File: src/rtl/assert_macros.svh
// Assertion macros for the incubator climate controller RTL.
// Used by files that carry concurrent checks; needs clk_i and rst_ni in scope.
`ifndef ASSERT_MACROS_SVH
`define ASSERT_MACROS_SVH
`ifndef SYNTHESIS
// check on every clock outside reset
`define ICC_ASSERT(lbl, prop) \
  lbl: assert property (@(posedge clk_i) disable iff (!rst_ni) prop) \
    else $error("icc assertion failed");
// check in the cycle after a trigger condition
`define ICC_ASSERT_NEXT(lbl, cond, prop) \
  lbl: assert property (@(posedge clk_i) disable iff (!rst_ni) (cond) |=> (prop)) \
    else $error("icc assertion failed");
`else
`define ICC_ASSERT(lbl, prop)
`define ICC_ASSERT_NEXT(lbl, cond, prop)
`endif
`endif

File: src/rtl/icc_pkg.sv
// Package for the incubator climate controller: types, codes, egg tables.
// No dependencies; imported by every module of the block.
package icc_pkg;

  localparam logic [19:0] TicksPerDay = 20'd864000;

  typedef enum logic [1:0] {
    ACT_TICK   = 2'd0,
    ACT_SAMPLE = 2'd1,
    ACT_SELECT = 2'd2
  } action_e;

  typedef enum logic [1:0] {
    KIND_NONE  = 2'd0,
    KIND_HEN   = 2'd1,
    KIND_DUCK  = 2'd2,
    KIND_QUAIL = 2'd3
  } kind_e;

  typedef enum logic [2:0] {
    CFG_TEMP_BAND    = 3'd0,
    CFG_TEMP_RELEASE = 3'd1,
    CFG_HUM_HIGH_ON  = 3'd2,
    CFG_HUM_HIGH_OFF = 3'd3,
    CFG_HUM_LOW_ON   = 3'd4,
    CFG_HUM_LOW_OFF  = 3'd5
  } cfg_idx_e;

  // drive level bits
  localparam int unsigned DrvHeater = 0;
  localparam int unsigned DrvCooler = 1;
  localparam int unsigned DrvFan    = 2;
  localparam int unsigned DrvTurner = 3;

  // alert bits (latches use 0..3, new-alert word adds turning start)
  localparam int unsigned AlrTempHi = 0;
  localparam int unsigned AlrTempLo = 1;
  localparam int unsigned AlrHumHi  = 2;
  localparam int unsigned AlrHumLo  = 3;
  localparam int unsigned AlrTurn   = 4;

  typedef struct packed {
    logic [8:0] temp_band;
    logic [8:0] temp_release;
    logic [9:0] hum_high_on;
    logic [9:0] hum_high_off;
    logic [9:0] hum_low_on;
    logic [9:0] hum_low_off;
  } cfg_t;

  typedef struct packed {
    logic [1:0]        action;
    logic signed [13:0] temperature_centi;
    logic [9:0]        humidity_tenths;
    logic [1:0]        egg_kind;
  } item_t;

  typedef struct packed {
    logic [3:0] drives;
    logic [4:0] new_alerts;
    logic [9:0] humidity_target_tenths;
    logic [8:0] incubation_day;
    logic [1:0] active_kind;
  } res_t;

  function automatic logic [16:0] kind_period(logic [1:0] k);
    logic [16:0] p;
    case (k)
      KIND_HEN:  p = 17'd72000;
      KIND_DUCK: p = 17'd108000;
      default:   p = 17'd36000;
    endcase
    return p;
  endfunction

  // first tick count past which the turner runs: period minus turning length
  function automatic logic [16:0] kind_turn_start(logic [1:0] k);
    logic [16:0] s;
    case (k)
      KIND_HEN:  s = 17'd71550;
      KIND_DUCK: s = 17'd107400;
      default:   s = 17'd35700;
    endcase
    return s;
  endfunction

  function automatic logic signed [14:0] kind_target(logic [1:0] k);
    logic signed [14:0] t;
    case (k)
      KIND_DUCK: t = 15'sd3775;
      default:   t = 15'sd3765;
    endcase
    return t;
  endfunction

  function automatic logic [9:0] hum_target(logic [1:0] k, logic [7:0] day);
    logic [9:0] h;
    case (k)
      KIND_HEN:   h = (day < 8'd18) ? 10'd525 : 10'd675;
      KIND_DUCK:  h = (day < 8'd14) ? 10'd525 : 10'd675;
      KIND_QUAIL: h = (day < 8'd25) ? 10'd575 : 10'd725;
      default:    h = 10'd0;
    endcase
    return h;
  endfunction

endpackage

File: src/rtl/incubator_climate_controller.sv
// Top level of the incubator climate controller: handshakes, input and result words.
// Depends on icc_pkg, icc_cfg_regs and icc_core.
//
//   channel  handshake                 payload
//   in       in_valid_i / in_ready_o   action, temperature_centi, humidity_tenths, egg_kind
//   out      out_valid_o / out_ready_i heat/cool/fan/turner drives, new_alerts, hum target, day, kind
//   cfg      cfg_we_i (no wait)        cfg_idx_i, cfg_data_i
//
// Each word is registered in the input register, then moves into the result
// register; one word per clock sustained while the result side takes each word.
// The state update happens in one pass as the word moves into the result
// register. A stalled result holds the word in the input register, so the
// input takes at most one more word and then stalls; ready returns in the cycle the
// result drains. Reset clears state and valids and loads default thresholds.
module incubator_climate_controller (
  input  logic              clk_i,
  input  logic              rst_ni,
  // input channel
  input  logic              in_valid_i,
  output logic              in_ready_o,
  input  logic [1:0]        action_i,
  input  logic signed [13:0] temperature_centi_i,
  input  logic [9:0]        humidity_tenths_i,
  input  logic [1:0]        egg_kind_i,
  // result channel
  output logic              out_valid_o,
  input  logic              out_ready_i,
  output logic              heat_drive_o,
  output logic              cool_drive_o,
  output logic              fan_on_o,
  output logic              turner_on_o,
  output logic [4:0]        new_alerts_o,
  output logic [9:0]        humidity_target_tenths_o,
  output logic [8:0]        incubation_day_o,
  output logic [1:0]        active_kind_o,
  // configuration writes
  input  logic              cfg_we_i,
  input  logic [2:0]        cfg_idx_i,
  input  logic [9:0]        cfg_data_i
);
  import icc_pkg::*;

  logic  in_valid_q, in_valid_d;
  item_t item_q, item_d;
  logic  out_valid_q, out_valid_d;
  res_t  res_q, res_d;
  res_t  core_res;
  cfg_t  cfg;
  logic  advance;

  // input word moves on when the result register is free or draining now
  assign advance    = in_valid_q && (!out_valid_q || out_ready_i);
  assign in_ready_o = !in_valid_q || advance;

  always_comb begin
    in_valid_d = in_valid_q;
    item_d     = item_q;
    if (in_valid_i && in_ready_o) begin
      in_valid_d               = 1'b1;
      item_d.action            = action_i;
      item_d.temperature_centi = temperature_centi_i;
      item_d.humidity_tenths   = humidity_tenths_i;
      item_d.egg_kind          = egg_kind_i;
    end else if (advance) begin
      in_valid_d = 1'b0;
    end
  end

  always_comb begin
    out_valid_d = out_valid_q;
    res_d       = res_q;
    if (advance) begin
      out_valid_d = 1'b1;
      res_d       = core_res;
    end else if (out_ready_i) begin
      out_valid_d = 1'b0;
    end
  end

  always_ff @(posedge clk_i or negedge rst_ni) begin
    if (!rst_ni) begin
      in_valid_q  <= 1'b0;
      out_valid_q <= 1'b0;
    end else begin
      in_valid_q  <= in_valid_d;
      out_valid_q <= out_valid_d;
    end
  end

  // payload registers, no reset
  always_ff @(posedge clk_i) begin
    item_q <= item_d;
    res_q  <= res_d;
  end

  icc_cfg_regs u_cfg (
    .clk_i  (clk_i),
    .rst_ni (rst_ni),
    .we_i   (cfg_we_i),
    .idx_i  (cfg_idx_i),
    .data_i (cfg_data_i),
    .cfg_o  (cfg)
  );

  icc_core u_core (
    .clk_i  (clk_i),
    .rst_ni (rst_ni),
    .fire_i (advance),
    .item_i (item_q),
    .cfg_i  (cfg),
    .res_o  (core_res)
  );

  assign out_valid_o              = out_valid_q;
  assign heat_drive_o             = res_q.drives[DrvHeater];
  assign cool_drive_o             = res_q.drives[DrvCooler];
  assign fan_on_o                 = res_q.drives[DrvFan];
  assign turner_on_o              = res_q.drives[DrvTurner];
  assign new_alerts_o             = res_q.new_alerts;
  assign humidity_target_tenths_o = res_q.humidity_target_tenths;
  assign incubation_day_o         = res_q.incubation_day;
  assign active_kind_o            = res_q.active_kind;

endmodule

File: src/rtl/icc_cfg_regs.sv
// Configuration register file: thresholds for temperature band and humidity alerts.
// Depends on icc_pkg.
module icc_cfg_regs (
  input  logic          clk_i,
  input  logic          rst_ni,
  input  logic          we_i,
  input  logic [2:0]    idx_i,
  input  logic [9:0]    data_i,
  output icc_pkg::cfg_t cfg_o
);
  import icc_pkg::*;

  cfg_t cfg_q, cfg_d;

  always_comb begin
    cfg_d = cfg_q;
    if (we_i) begin
      unique case (cfg_idx_e'(idx_i))
        CFG_TEMP_BAND:    cfg_d.temp_band    = data_i[8:0];
        CFG_TEMP_RELEASE: cfg_d.temp_release = data_i[8:0];
        CFG_HUM_HIGH_ON:  cfg_d.hum_high_on  = data_i;
        CFG_HUM_HIGH_OFF: cfg_d.hum_high_off = data_i;
        CFG_HUM_LOW_ON:   cfg_d.hum_low_on   = data_i;
        CFG_HUM_LOW_OFF:  cfg_d.hum_low_off  = data_i;
        default:          cfg_d = cfg_q;
      endcase
    end
  end

  always_ff @(posedge clk_i or negedge rst_ni) begin
    if (!rst_ni) begin
      cfg_q.temp_band    <= 9'd50;
      cfg_q.temp_release <= 9'd30;
      cfg_q.hum_high_on  <= 10'd800;
      cfg_q.hum_high_off <= 10'd780;
      cfg_q.hum_low_on   <= 10'd400;
      cfg_q.hum_low_off  <= 10'd420;
    end else begin
      cfg_q <= cfg_d;
    end
  end

  assign cfg_o = cfg_q;

endmodule

File: src/rtl/icc_core.sv
// Controller state and single-pass update: turning window, day count, thermostat, alerts.
// Depends on icc_pkg and assert_macros.svh.
`include "assert_macros.svh"
module icc_core (
  input  logic           clk_i,
  input  logic           rst_ni,
  input  logic           fire_i,
  input  icc_pkg::item_t item_i,
  input  icc_pkg::cfg_t  cfg_i,
  output icc_pkg::res_t  res_o
);
  import icc_pkg::*;

  logic [1:0]  kind_q, kind_d;
  logic [16:0] turn_q, turn_d;
  logic [19:0] day_ticks_q, day_ticks_d;
  logic [7:0]  day_q, day_d;
  logic [3:0]  alert_q, alert_d;
  logic [3:0]  drive_q, drive_d;
  logic [4:0]  news;

  logic [16:0] turn_inc;
  logic [19:0] day_ticks_inc;
  logic [16:0] per;
  logic [16:0] turn_start;
  logic signed [14:0] temp_s;
  logic signed [14:0] sp;
  logic signed [14:0] band_s;
  logic signed [14:0] rel_s;

  assign turn_inc      = turn_q + 17'd1;
  assign day_ticks_inc = day_ticks_q + 20'd1;
  assign per           = kind_period(kind_q);
  assign turn_start    = kind_turn_start(kind_q);
  assign temp_s        = {item_i.temperature_centi[13], item_i.temperature_centi};
  assign sp            = kind_target(kind_q);
  assign band_s        = signed'({6'd0, cfg_i.temp_band});
  assign rel_s         = signed'({6'd0, cfg_i.temp_release});

  always_comb begin
    kind_d      = kind_q;
    turn_d      = turn_q;
    day_ticks_d = day_ticks_q;
    day_d       = day_q;
    alert_d     = alert_q;
    drive_d     = drive_q;
    news        = '0;
    unique case (action_e'(item_i.action))
      ACT_TICK: begin
        if (day_ticks_inc >= TicksPerDay) begin
          day_ticks_d = '0;
          if (day_q != 8'hFF) day_d = day_q + 8'd1;
        end else begin
          day_ticks_d = day_ticks_inc;
        end
        turn_d = turn_inc;
        if (kind_q != KIND_NONE) begin
          if (turn_inc > turn_start && turn_inc < per) begin
            if (!drive_q[DrvTurner]) news[AlrTurn] = 1'b1;
            drive_d[DrvTurner] = 1'b1;
          end else begin
            drive_d[DrvTurner] = 1'b0;
          end
          if (turn_inc > per) turn_d = '0;
        end
      end
      ACT_SAMPLE: begin
        if (kind_q != KIND_NONE) begin
          drive_d[DrvFan] = 1'b1;
          if (temp_s >= sp + band_s) begin
            drive_d[DrvHeater] = 1'b0;
            drive_d[DrvCooler] = 1'b1;
            if (!alert_q[AlrTempHi]) begin
              alert_d[AlrTempHi] = 1'b1;
              news[AlrTempHi]    = 1'b1;
            end
          end else if (temp_s <= sp - band_s) begin
            drive_d[DrvHeater] = 1'b1;
            drive_d[DrvCooler] = 1'b0;
            if (!alert_q[AlrTempLo]) begin
              alert_d[AlrTempLo] = 1'b1;
              news[AlrTempLo]    = 1'b1;
            end
          end else begin
            drive_d[DrvHeater] = 1'b0;
            drive_d[DrvCooler] = 1'b0;
            if (temp_s < sp + rel_s) alert_d[AlrTempHi] = 1'b0;
            if (temp_s > sp - rel_s) alert_d[AlrTempLo] = 1'b0;
          end
          if (item_i.humidity_tenths >= cfg_i.hum_high_on) begin
            if (!alert_q[AlrHumHi]) begin
              alert_d[AlrHumHi] = 1'b1;
              news[AlrHumHi]    = 1'b1;
            end
          end else if (item_i.humidity_tenths <= cfg_i.hum_low_on) begin
            if (!alert_q[AlrHumLo]) begin
              alert_d[AlrHumLo] = 1'b1;
              news[AlrHumLo]    = 1'b1;
            end
          end else begin
            if (item_i.humidity_tenths <= cfg_i.hum_high_off) alert_d[AlrHumHi] = 1'b0;
            if (item_i.humidity_tenths >= cfg_i.hum_low_off) alert_d[AlrHumLo] = 1'b0;
          end
        end
      end
      ACT_SELECT: begin
        if (item_i.egg_kind != KIND_NONE) begin
          kind_d      = item_i.egg_kind;
          day_d       = '0;
          day_ticks_d = '0;
        end
      end
      default: ;  // unused code: report state only
    endcase
  end

  always_ff @(posedge clk_i or negedge rst_ni) begin
    if (!rst_ni) begin
      kind_q      <= KIND_NONE;
      turn_q      <= '0;
      day_ticks_q <= '0;
      day_q       <= '0;
      alert_q     <= '0;
      drive_q     <= '0;
    end else if (fire_i) begin
      kind_q      <= kind_d;
      turn_q      <= turn_d;
      day_ticks_q <= day_ticks_d;
      day_q       <= day_d;
      alert_q     <= alert_d;
      drive_q     <= drive_d;
    end
  end

  assign res_o.drives                 = drive_d;
  assign res_o.new_alerts             = news;
  assign res_o.humidity_target_tenths = hum_target(kind_d, day_d);
  assign res_o.incubation_day         = {1'b0, day_d} + 9'd1;
  assign res_o.active_kind            = kind_d;

  `ICC_ASSERT(a_day_ticks_range, day_ticks_q < TicksPerDay)
  `ICC_ASSERT(a_turn_start_drives, fire_i |-> (!news[AlrTurn] || drive_d[DrvTurner]))
  `ICC_ASSERT_NEXT(a_turn_bounded, fire_i && item_i.action == ACT_TICK && kind_q != KIND_NONE, turn_q <= kind_period(kind_q))
  `ICC_ASSERT_NEXT(a_day_no_backstep, fire_i && item_i.action != ACT_SELECT, day_q >= $past(day_q))

endmodule

File: config.mk
export PLATFORM = sky130hd
export DESIGN_NAME = incubator_climate_controller
export DESIGN_NICKNAME = d
export VERILOG_FILES = /design/src/rtl/icc_pkg.sv /design/src/rtl/incubator_climate_controller.sv /design/src/rtl/icc_cfg_regs.sv /design/src/rtl/icc_core.sv
export VERILOG_INCLUDE_DIRS = /design/src /design/src/rtl
export SDC_FILE = /design/constraint.sdc
export NUM_CORES = 1
export LEC_CHECK = 0
export BUFFER_PORTS_ARGS = -buffer_cell sky130_fd_sc_hd__buf_2
export CAP_MARGIN = 20
export CORE_ASPECT_RATIO = 0.7
export CORE_MARGIN = 5
export CORE_UTILIZATION = 40
export CTS_CLUSTER_SIZE = 14
export DETAILED_ROUTE_END_ITERATION = 10
export PLACE_DENSITY = 0.57
export SKIP_CTS_REPAIR_TIMING = 1
export SLEW_MARGIN = 30
export SYNTH_ARGS = -nofsm -noshare
export SYNTH_HDL_FRONTEND = slang
export SYNTH_SLANG_ARGS = --single-unit
File: constraint.sdc
create_clock -name clk_i -period 5.6 [get_ports clk_i]
set_clock_uncertainty 0.2 [all_clocks]
set_input_delay 1.12 -clock clk_i [delete_from_list [all_inputs] [get_ports clk_i]]
set_output_delay 1.12 -clock clk_i [all_outputs]
set_load 0.005 [all_outputs]
== Word level (Yosys, flattened, before mapping) ==
Cells that the tools add are included.

* Add/sub/neg operators: 8
* Mux-type cells: 44
* Reduce and logical (&&, ||, !) cells: 35
* Eq/ne operators: 16
* Bitwise logic cells: 6
* Order comparisons: 15

{| class="wikitable"
|+ Operators with widths
! operator !! count
|-
| one-hot mux 17 bit (2 select lines) || 2
|-
| 2-to-1 mux 8 bit || 6
|-
| 2-to-1 mux 20 bit || 2
|-
| one-hot mux 20 bit (2 select lines) || 1
|-
| > comparator 17 bit || 2
|-
| 2-to-1 mux 17 bit || 2
|-
| one-hot mux 10 bit (3 select lines) || 1
|-
| adder 12 x 9 -> 13 bit || 2
|-
| subtractor 12 x 9 -> 13 bit || 2
|-
| 2-to-1 mux 1 bit || 23
|-
| adder 20 x 1 -> 20 bit, second input constant || 1
|-
| >= comparator 10 bit || 2
|-
| >= comparator 20 bit, second input constant || 1
|-
| <= comparator 10 bit || 2
|-
| AND reduction 5 bit || 4
|-
| nonzero test 2 bit || 9
|-
| adder 17 x 1 -> 17 bit, second input constant || 1
|-
| less-than comparator 17 bit || 1
|-
| less-than comparator 8 x 5 -> 1 bit, second input constant || 2
|-
| one-hot mux 8 bit (2 select lines) || 1
|-
| >= comparator 14 bit || 1
|-
| > comparator 14 x 13 -> 1 bit || 1
|-
| <= comparator 14 x 13 -> 1 bit || 1
|-
| less-than comparator 14 bit || 1
|-
| other kinds (22) || 53
|}

* Output and inout port bits: 32
* Register bits: 173
* Logic and storage cells: 154
* Input bits: 46

== Longest topological paths before layout ==
Gate-level depths: netlist (run 1).

* Depth after elaboration: 8
* Depth in mapped cells: 16
* Gate-level depth less buffers: 16

== Cells and area by module ==
Synthesis (run 1) repeated with hierarchy kept, for this count alone.

* Cells, all modules: 1099
* Area, all modules: 11223.3 um2

{| class="wikitable"
|+ By module, submodules not included
! module !! cells an instance !! area each (um2) !! sequential area each (um2) !! times used
|-
| icc_core || 906 || 7145.6 || 1376.3 || 1
|-
| icc_cfg_regs || 127 || 2232.1 || 1477.7 || 1
|-
| incubator_climate_controller || 66 || 1845.5 || 1791.7 || 1
|}

== Worst setup path before layout (run 1) ==
OpenSTA, ideal clock, no wires.

* Path kind: reg-to-reg
* Start point: register u_core.kind_q[0]
* End point: register res_q, in the netlist heat_drive_o (data pin)
* Clock period less this slack: 3.779 ns
* Buffers on the path: 0
* Setup time: 0.155 ns
* Data required time: 5.245 ns
* Arrival: 3.424 ns
* Setup slack: 1.821 ns
* Cell stages (with the launch flop): 17
* Cells stage by stage: dfrtp_1 -> inv_1 -> ha_1 -> inv_1 -> ha_1 -> a21boi_0 -> and4b_1 -> o21ai_0 -> xor2_1 -> ha_1 -> nand4_1 -> o32ai_1 -> nor2_1 -> o21a_1 -> a311o_1 -> o31a_1 -> o21ai_0

{| class="wikitable"
|+ RTL lines
! item !! line !! text
|-
| start, declared || icc_core.sv:14 || <nowiki>logic [1:0] kind_q, kind_d;</nowiki>
|-
| start signal, assigned || icc_core.sv:126 || <nowiki>kind_q <= kind_d;</nowiki>
|-
| end signal, assigned || incubator_climate_controller.sv:93 || <nowiki>res_q <= res_d;</nowiki>
|-
| end, declared || incubator_climate_controller.sv:46 || <nowiki>res_t res_q, res_d;</nowiki>
|}

==> reports/metrics.csv, run 1 <==
stage;metric;value;unit
worst_setup_path;slowest CP cell;o211ai_2;
worst_setup_path;Worst Path Required;5.59;ns
detailed_routing;ANT nets after route;0;
detailed_routing;DRT Wirelength;27200;um
logic_synthesis;Post-synth EDFFs;55;
logic_synthesis;Synth Flop Type;dfrtp_1;
worst_setup_path;Worst Path Arrival;4.68;ns
layout;synth-to-layout area growth;11.3;%
logic_synthesis;sequential fraction of the synthesis area;0.412;
clocking;later-pin clock latency in the skew report;0.44;ns
layout;fin nets;1344;
global_routing;Total GRT Usage;0.178;
power_and_ir_drop;Worst IR Drop VDD;0.000193;V
global_routing;antenna violations before repair;0;
floorplan;Die Y;149;um
power_and_ir_drop;clock network power share;0.286;
timing;worst slew pin tran;0.943;ns
logic_synthesis;cell taking the most area after synthesis;dfrtp_1;
placed_design;PortBufs;76;
layout;Non-Filler Instances;1559;
logic_synthesis;Mapped Area;11100;um^2
global_routing;pin count of the biggest net entering global routing;48;
worst_setup_path;CP Cell Sequence;ha_1 -> and4_1 -> nand4_1 -> o32ai_1 -> o22ai_1 -> o211ai_2 -> and2_1 -> nor2_1 -> o22ai_1 -> ha_1 -> nand2_1 -> a2111o_1 -> o21a_1;
worst_setup_path;Setup crit end kind;flop;
worst_setup_path;CP Class;flop to flop;
power_and_ir_drop;sequential power share;0.400;
power_and_ir_drop;sw frac;0.329;
layout;share of cells above drive strength 1;0.163;
placed_design;placed cells;1527;
detailed_routing;post-route DRC violation count;0;
clocking;CTS root buf;clkbuf_16;
logic_synthesis;leading cell type by number of instances after synthesis;ha_1;
timing;Fmax achieved;213;MHz
timing;Final Cycle Share;0.838;
detailed_routing;drt initial violations;563;
floorplan;Core ar.;27600;um^2
placed_design;GP Congestion;0.888;
power_and_ir_drop;pwr/cell area;329;nW/um^2
logic_synthesis;syn_nets;1289;
logic_synthesis;synthesized instance count;1120;
floorplan;die span in x;209;um
logic_synthesis;top-area cell type share of the netlist area;0.213;
clocking;register clock-pin slew on the reported worst setup and hold paths;0.07;ns
detailed_routing;vias after detailed routing;8425;
floorplan;DIE AREA;31200;um^2
clocking;TritonCTS clock tree;built;
layout;Inserted Diodes;0;
worst_setup_path;CP Max Fanout;20;
power_and_ir_drop;Switch Pwr;1340;uW
timing;Final Hold Viols;0;
global_routing;first-pass GRT wire length;44500;um
logic_synthesis;top cells by count, synth;ha_1, o21ai_0, nand2_1;
clocking;total CTS buffers;17;
job;maxcap violations;0;
logic_synthesis;Synth Register Bits;170;
worst_setup_path;Bufs and invs on worst path;0;
clocking;buffer levels on the longest clock path;2;
logic_synthesis;Post-synth ARST share;0.676;
power_and_ir_drop;Gate power share;0.314;
logic_synthesis;post-synthesis cell type count;78;
timing;Setup TNS Final;0;ns
floorplan;num rows;51;
placed_design;Post-DP HPWL;19900;um
layout;Post-Route Utilization;0.447;
layout;Reg area;4560;um^2
worst_setup_path;CP startpoint kind;flop;
clocking;clock sinks;170;
min_path;worst hold path type;flop to flop;
floorplan;initial core utilization;0.402;
power_and_ir_drop;Int Power;2720;uW
timing;final setup violation count;0;
layout;Fillers;2674;
clocking;H-tree levels;4;
floorplan;io pins;78;
worst_setup_path;CP peak stage delay;0.67;ns
logic_synthesis;Yosys warning total;0;
timing;Slew Limit Fails;0;
global_routing;Congestion Overflow GR;0;
detailed_routing;Via density;5.40;
layout;area of the multi-input gates;5980;um^2
worst_setup_path;Worst path top cell family by delay;compound AO/OA/AOI/OAI gates;
timing;fin crit period;4.69;ns
detailed_routing;WL per Instance;17.4;um
outcome;outcome;completed;
logic_synthesis;syn avg cell area;9.88;um^2
power_and_ir_drop;Static Leak;0.00549;uW
timing;max_slew headroom;0.371;
logic_synthesis;leading post-synthesis cells by cell area;dfrtp_1, edfxtp_1, ha_1;
detailed_routing;DR pass1 iterations;5;
timing;RSZ-0062 raised after global routing;no;
global_routing;vias in the first global route;8054;
==> power groups by stage <==
stage,Sequential (uW),Combinational (uW),Clock (uW)
2_1_floorplan,1590,969,0
3_3_place_gp,1640,1240,0
3_5_place_dp,1650,1260,0
4_1_cts,1630,1280,1190
5_1_grt,1650,1470,1240
6_report,1630,1270,1160
==> layout by cell type (no fill, tap or decap), types with 4 or more instances in the layout <==
master,Yosys,routed
ha_1,121,121
nand3b_1,4,4
clkbuf_16,0,18
a22o_1,8,8
a31o_2,4,4
inv_1,84,84
o21ai_0,108,108
edfxtp_1,55,55
o31ai_1,8,8
nand3_1,38,38
a31oi_1,16,16
dfrtp_1,94,94
buf_2,11,75
o21a_1,25,25
nor3_1,12,12
a21o_1,24,24
and4_1,4,4
and2_1,10,9
xor2_1,19,19
buf_4,5,10
dfstp_2,21,21
nand2_1,102,102
xnor2_1,27,27
nand2b_1,19,19
nor2b_1,14,14
clkbuf_1,29,6
a211oi_1,5,5
nand4_1,29,29
nor2_1,45,45
o211ai_1,5,5
and3_1,15,15
a21oi_1,39,39
mux2_2,34,34
a21boi_0,7,7
a2111oi_0,4,4
a41o_1,4,4
==> metrics by stage <==
| stage | power (uW) | hold slack (ns) | cell area, um^2 | setup slack, ns |
|---|---|---|---|---|
| after floorplan | 2550 | 0.225 | 11100 | 1.82 |
| after global placement | 2880 | 0.241 | 11800 | 1.09 |
| after detailed placement | 2910 | 0.244 | 11800 | 0.973 |
| after CTS | 4090 | 0.262 | 12300 | 0.946 |
| after global routing | 4360 | 0.272 | 12300 | 0.522 |
| final | 4060 | 0.254 | 12300 | 0.909 |
==> flip-flops by register name, summed over array words and instances (netlist names), 4 cells and up <==
name                      flops
u_core.drive_q                4
u_core.alert_q                4
u_core.day_q                  8
item_q                       28
u_core.day_ticks_q           20
incubation_day_o              9
u_cfg.cfg_o                  58
humidity_target_tenths_o      7
new_alerts_o                  5
u_core.turn_q                17
==> kinds of logic (layout without fill, tap and decap cells) <==
kind of cell               Yosys count  in the layout  synth area share
DFF                                170            170             0.412
and+or+nand+nor                    317            317             0.149
muxes                               34             34            0.0346
buffers and inverters              133            201            0.0502
AOI/OAI and AO/OA                  296            296             0.177
adders and majority gates          123            123             0.140
other                                1              1          0.000339
xor gates and xnor gates            46             46            0.0364
==> metal layers <==
layer,GRT usage,share of wire
met4,0.0398,0.010
met5,0,0
met2,0.240,0.39
met1,0.291,0.56
met3,0.0309,0.044
==> cell type report <==
cell class | count | share of cell area
repair buffers | 85 | 0.0365
multi-input cells | 817 | 0.485
well taps | 371 | 0.0377
flip-flops and latches | 170 | 0.370
clock inverters | 6 | 0.00518
inverters | 84 | 0.0256
clock buffers | 26 | 0.0406
==> worst paths after layout <==
path,depth (start not counted),startpoint,slack (ns),to
worst max-delay path,13,u_core.day_ticks_q[0],0.91,humidity_target_tenths_o[7]
max in group asynchronous,2,rst_ni,3.67,u_cfg.cfg_o[28]
worst max register to register,13,u_core.day_ticks_q[0],0.91,humidity_target_tenths_o[7]
worst min register to register,1,u_core.drive_q[2],0.25,u_core.drive_q[2]
worst min-delay path,1,u_core.drive_q[2],0.25,u_core.drive_q[2]
min in group asynchronous,1,rst_ni,0.50,u_cfg.cfg_o[32]
Note: power is estimated with default switching activity, not from simulation.
==> inputs of run 2 (changes only) <==
Settings changed: PLACE_DENSITY 0.57 to 0.59.
Clock period 5.6 ns to 4.05 ns, I/O delays scaled along.
==> run 2 against run 1 <==
Against the previous run: register-to-register slack worse by 0.67 ns; wire length is 2.2% lower; clock power is 36% higher; sequential cell count unchanged; global-route usage is 0.29 points lower; non-clock buffer count grew 17; critical endpoint unchanged; largest cell class unchanged; largest power group unchanged.
==> reports/metrics.csv, run 2 (synthesis gave the netlist of run 1 again) <==
stage;metric;value;unit;change
worst_setup_path;CP peak stage delay;0.45;ns;-0.22 ns
job;maxcap violations;0;;unchanged
layout;commonest non-fill, non-tap cells in the layout;ha_1, o21ai_0, nand2_1;;
detailed_routing;DR pass1 iterations;5;;unchanged
power_and_ir_drop;pwr/cell area;451;nW/um^2;+37%
floorplan;Die Y;149;um;unchanged
worst_setup_path;CP startpoint kind;flop;;
worst_setup_path;CP Cell Sequence;ha_1 -> buf_4 -> and4_1 -> nand4_1 -> o32ai_1 -> o22ai_1 -> o211ai_2 -> and2_1 -> nor2_1 -> o22ai_1 -> ha_1 -> nand2_1 -> a2111o_1 -> o21a_1;;
detailed_routing;top layer in use;met4;;
layout;max reg flops;58;;unchanged
global_routing;vias in the first global route;8142;;+1.1%
global_routing;antenna violations before repair;0;;unchanged
detailed_routing;DRT Wirelength;26600;um;-2.2%
clocking;CTS root buf;clkbuf_16;;
layout;Inserted Diodes;0;;unchanged
timing;Slew Limit Fails;0;;unchanged
placed_design;placed inst area;11900;um^2;+1.2%
layout;synth-to-layout area growth;12.7;%;
layout;fin nets;1361;;+1.3%
clocking;H-tree levels;4;;unchanged
detailed_routing;met2 WL;10800;um;+2.7%
detailed_routing;drt initial violations;533;;-5.3%
detailed_routing;wl on met1;14300;um;-6.1%
worst_setup_path;Worst path top cell family by delay;compound AO/OA/AOI/OAI gates;;
clocking;register clock-pin slew on the reported worst setup and hold paths;0.07;ns;about the same
timing;Setup TNS Final;0;ns;unchanged
clocking;TritonCTS clock tree;built;;
detailed_routing;WL per Instance;16.9;um;-3.3%
worst_setup_path;Bufs and invs on worst path;1;;+1
power_and_ir_drop;post-route total power;5630;uW;+39%
worst_setup_path;Setup crit end kind;flop;;
outcome;outcome;completed;;
layout;share of cells above drive strength 1;0.182;;+0.0184
layout;Fillers;2647;;-1.0%
detailed_routing;ANT nets after route;0;;unchanged
power_and_ir_drop;Static Leak;0.00557;uW;+1.5%
placed_design;GP Congestion;0.844;;-5.0%
timing;final setup violation count;0;;unchanged
global_routing;pin count of the biggest net entering global routing;73;;+52%
floorplan;io pins;78;;unchanged
detailed_routing;post-route DRC violation count;0;;unchanged
timing;Fmax achieved;263;MHz;+23%
clocking;total CTS buffers;17;;unchanged
timing;Final Cycle Share;0.940;;+0.102
worst_setup_path;slowest CP cell;a2111o_1;;
floorplan;num rows;51;;unchanged
detailed_routing;metal3 WL;1310;um;+10%
power_and_ir_drop;Worst IR Drop VDD;0.000321;V;+66%
layout;Post-Route Utilization;0.452;;+0.00531
timing;Final Hold Viols;0;;unchanged
floorplan;die span in x;209;um;unchanged
placed_design;pre-CTS WS;0.00288;ns;-0.970 ns
worst_setup_path;Worst Path Arrival;3.80;ns;-0.88 ns
timing;worst slew pin tran;0.905;ns;-0.0374 ns
timing;fin worst setup slack;0.243;ns;-0.666 ns
global_routing;first-pass GRT wire length;43900;um;-1.5%
global_routing;Total GRT Usage;0.175;;-0.00295
layout;most common cell after layout, fill and taps aside;ha_1;;
placed_design;Post-DP HPWL;19800;um;-0.74%
timing;fin crit period;3.81;ns;-0.884 ns
detailed_routing;vias after detailed routing;8409;;-0.19%
layout;post-route cell area;12500;um^2;+1.2%
clocking;clock sinks;170;;unchanged
clocking;buffer levels on the longest clock path;2;;unchanged
clocking;later-pin clock latency in the skew report;0.44;ns;about the same
worst_setup_path;CP Max Fanout;11;;-45%
floorplan;DIE AREA;31200;um^2;unchanged
placed_design;PortBufs;76;;unchanged
timing;RSZ-0062 raised after global routing;no;;
floorplan;Core ar.;27600;um^2;unchanged
floorplan;initial core utilization;0.402;;unchanged
worst_setup_path;CP Class;flop to flop;;
min_path;worst hold path type;input pin to async pin;;
timing;max_slew headroom;0.396;;+0.0250
detailed_routing;Via density;5.34;;-1.3%
global_routing;Congestion Overflow GR;0;;unchanged
worst_setup_path;Worst Path Required;4.04;ns;-1.55 ns
## run 2: cell count changes in the layout (fill, tap and decap cells not counted), sizes merged
cell	previous run	this run
buf	85	102
clkinvlp	2	3
inv	84	89
clkbuf	26	20
## run 2: worst paths after layout
check,from,to,slack (ns),depth (start not counted)
min reg2reg,u_core.drive_q[2],u_core.drive_q[2],0.27,1
max,u_core.day_ticks_q[0],humidity_target_tenths_o[7],0.24,14
max reg2reg,u_core.day_ticks_q[0],humidity_target_tenths_o[7],0.24,14
min in group clk_i,u_core.drive_q[2],u_core.drive_q[2],0.27,1
max in group asynchronous,rst_ni,u_cfg.cfg_o[2],2.60,2
min,rst_ni,u_core.day_q[6],0.17,1
## run 2: where the power goes
part           total (uW)  internal, uW  switching, uW  leakage, uW
Combinational        1810           827            987      0.00335
Clock                1580           854            722     0.000261
Sequential           2240          2050            187      0.00196
Total                5630          3730           1900      0.00557
## run 2: layer usage
layer,up-vias,GRT usage
met5,-,0
met4,0,0.0352
met3,14,0.0397
met2,168,0.249
met1,4008,0.271
li1,4219,-
## run 2: layout make-up
type                       instances  area [um^2]  area share
multi-input combinational        817         6000       0.481
clock buffer                      20          437      0.0350
sequential                       170         4560       0.365
inverter                          84          315      0.0253
clock inverter                    12          114     0.00913
tap                              371          464      0.0372
timing repair buffer             102          591      0.0474
## run 2: metrics by stage
step | cells | hold WS (ns)
2_1_floorplan | 1120 | 0.225
3_3_place_gp | 1544 | 0.246
3_5_place_dp | 1544 | 0.252
4_1_cts | 1576 | 0.204
5_1_grt | 1576 | 0.226
6_report | 1576 | 0.172
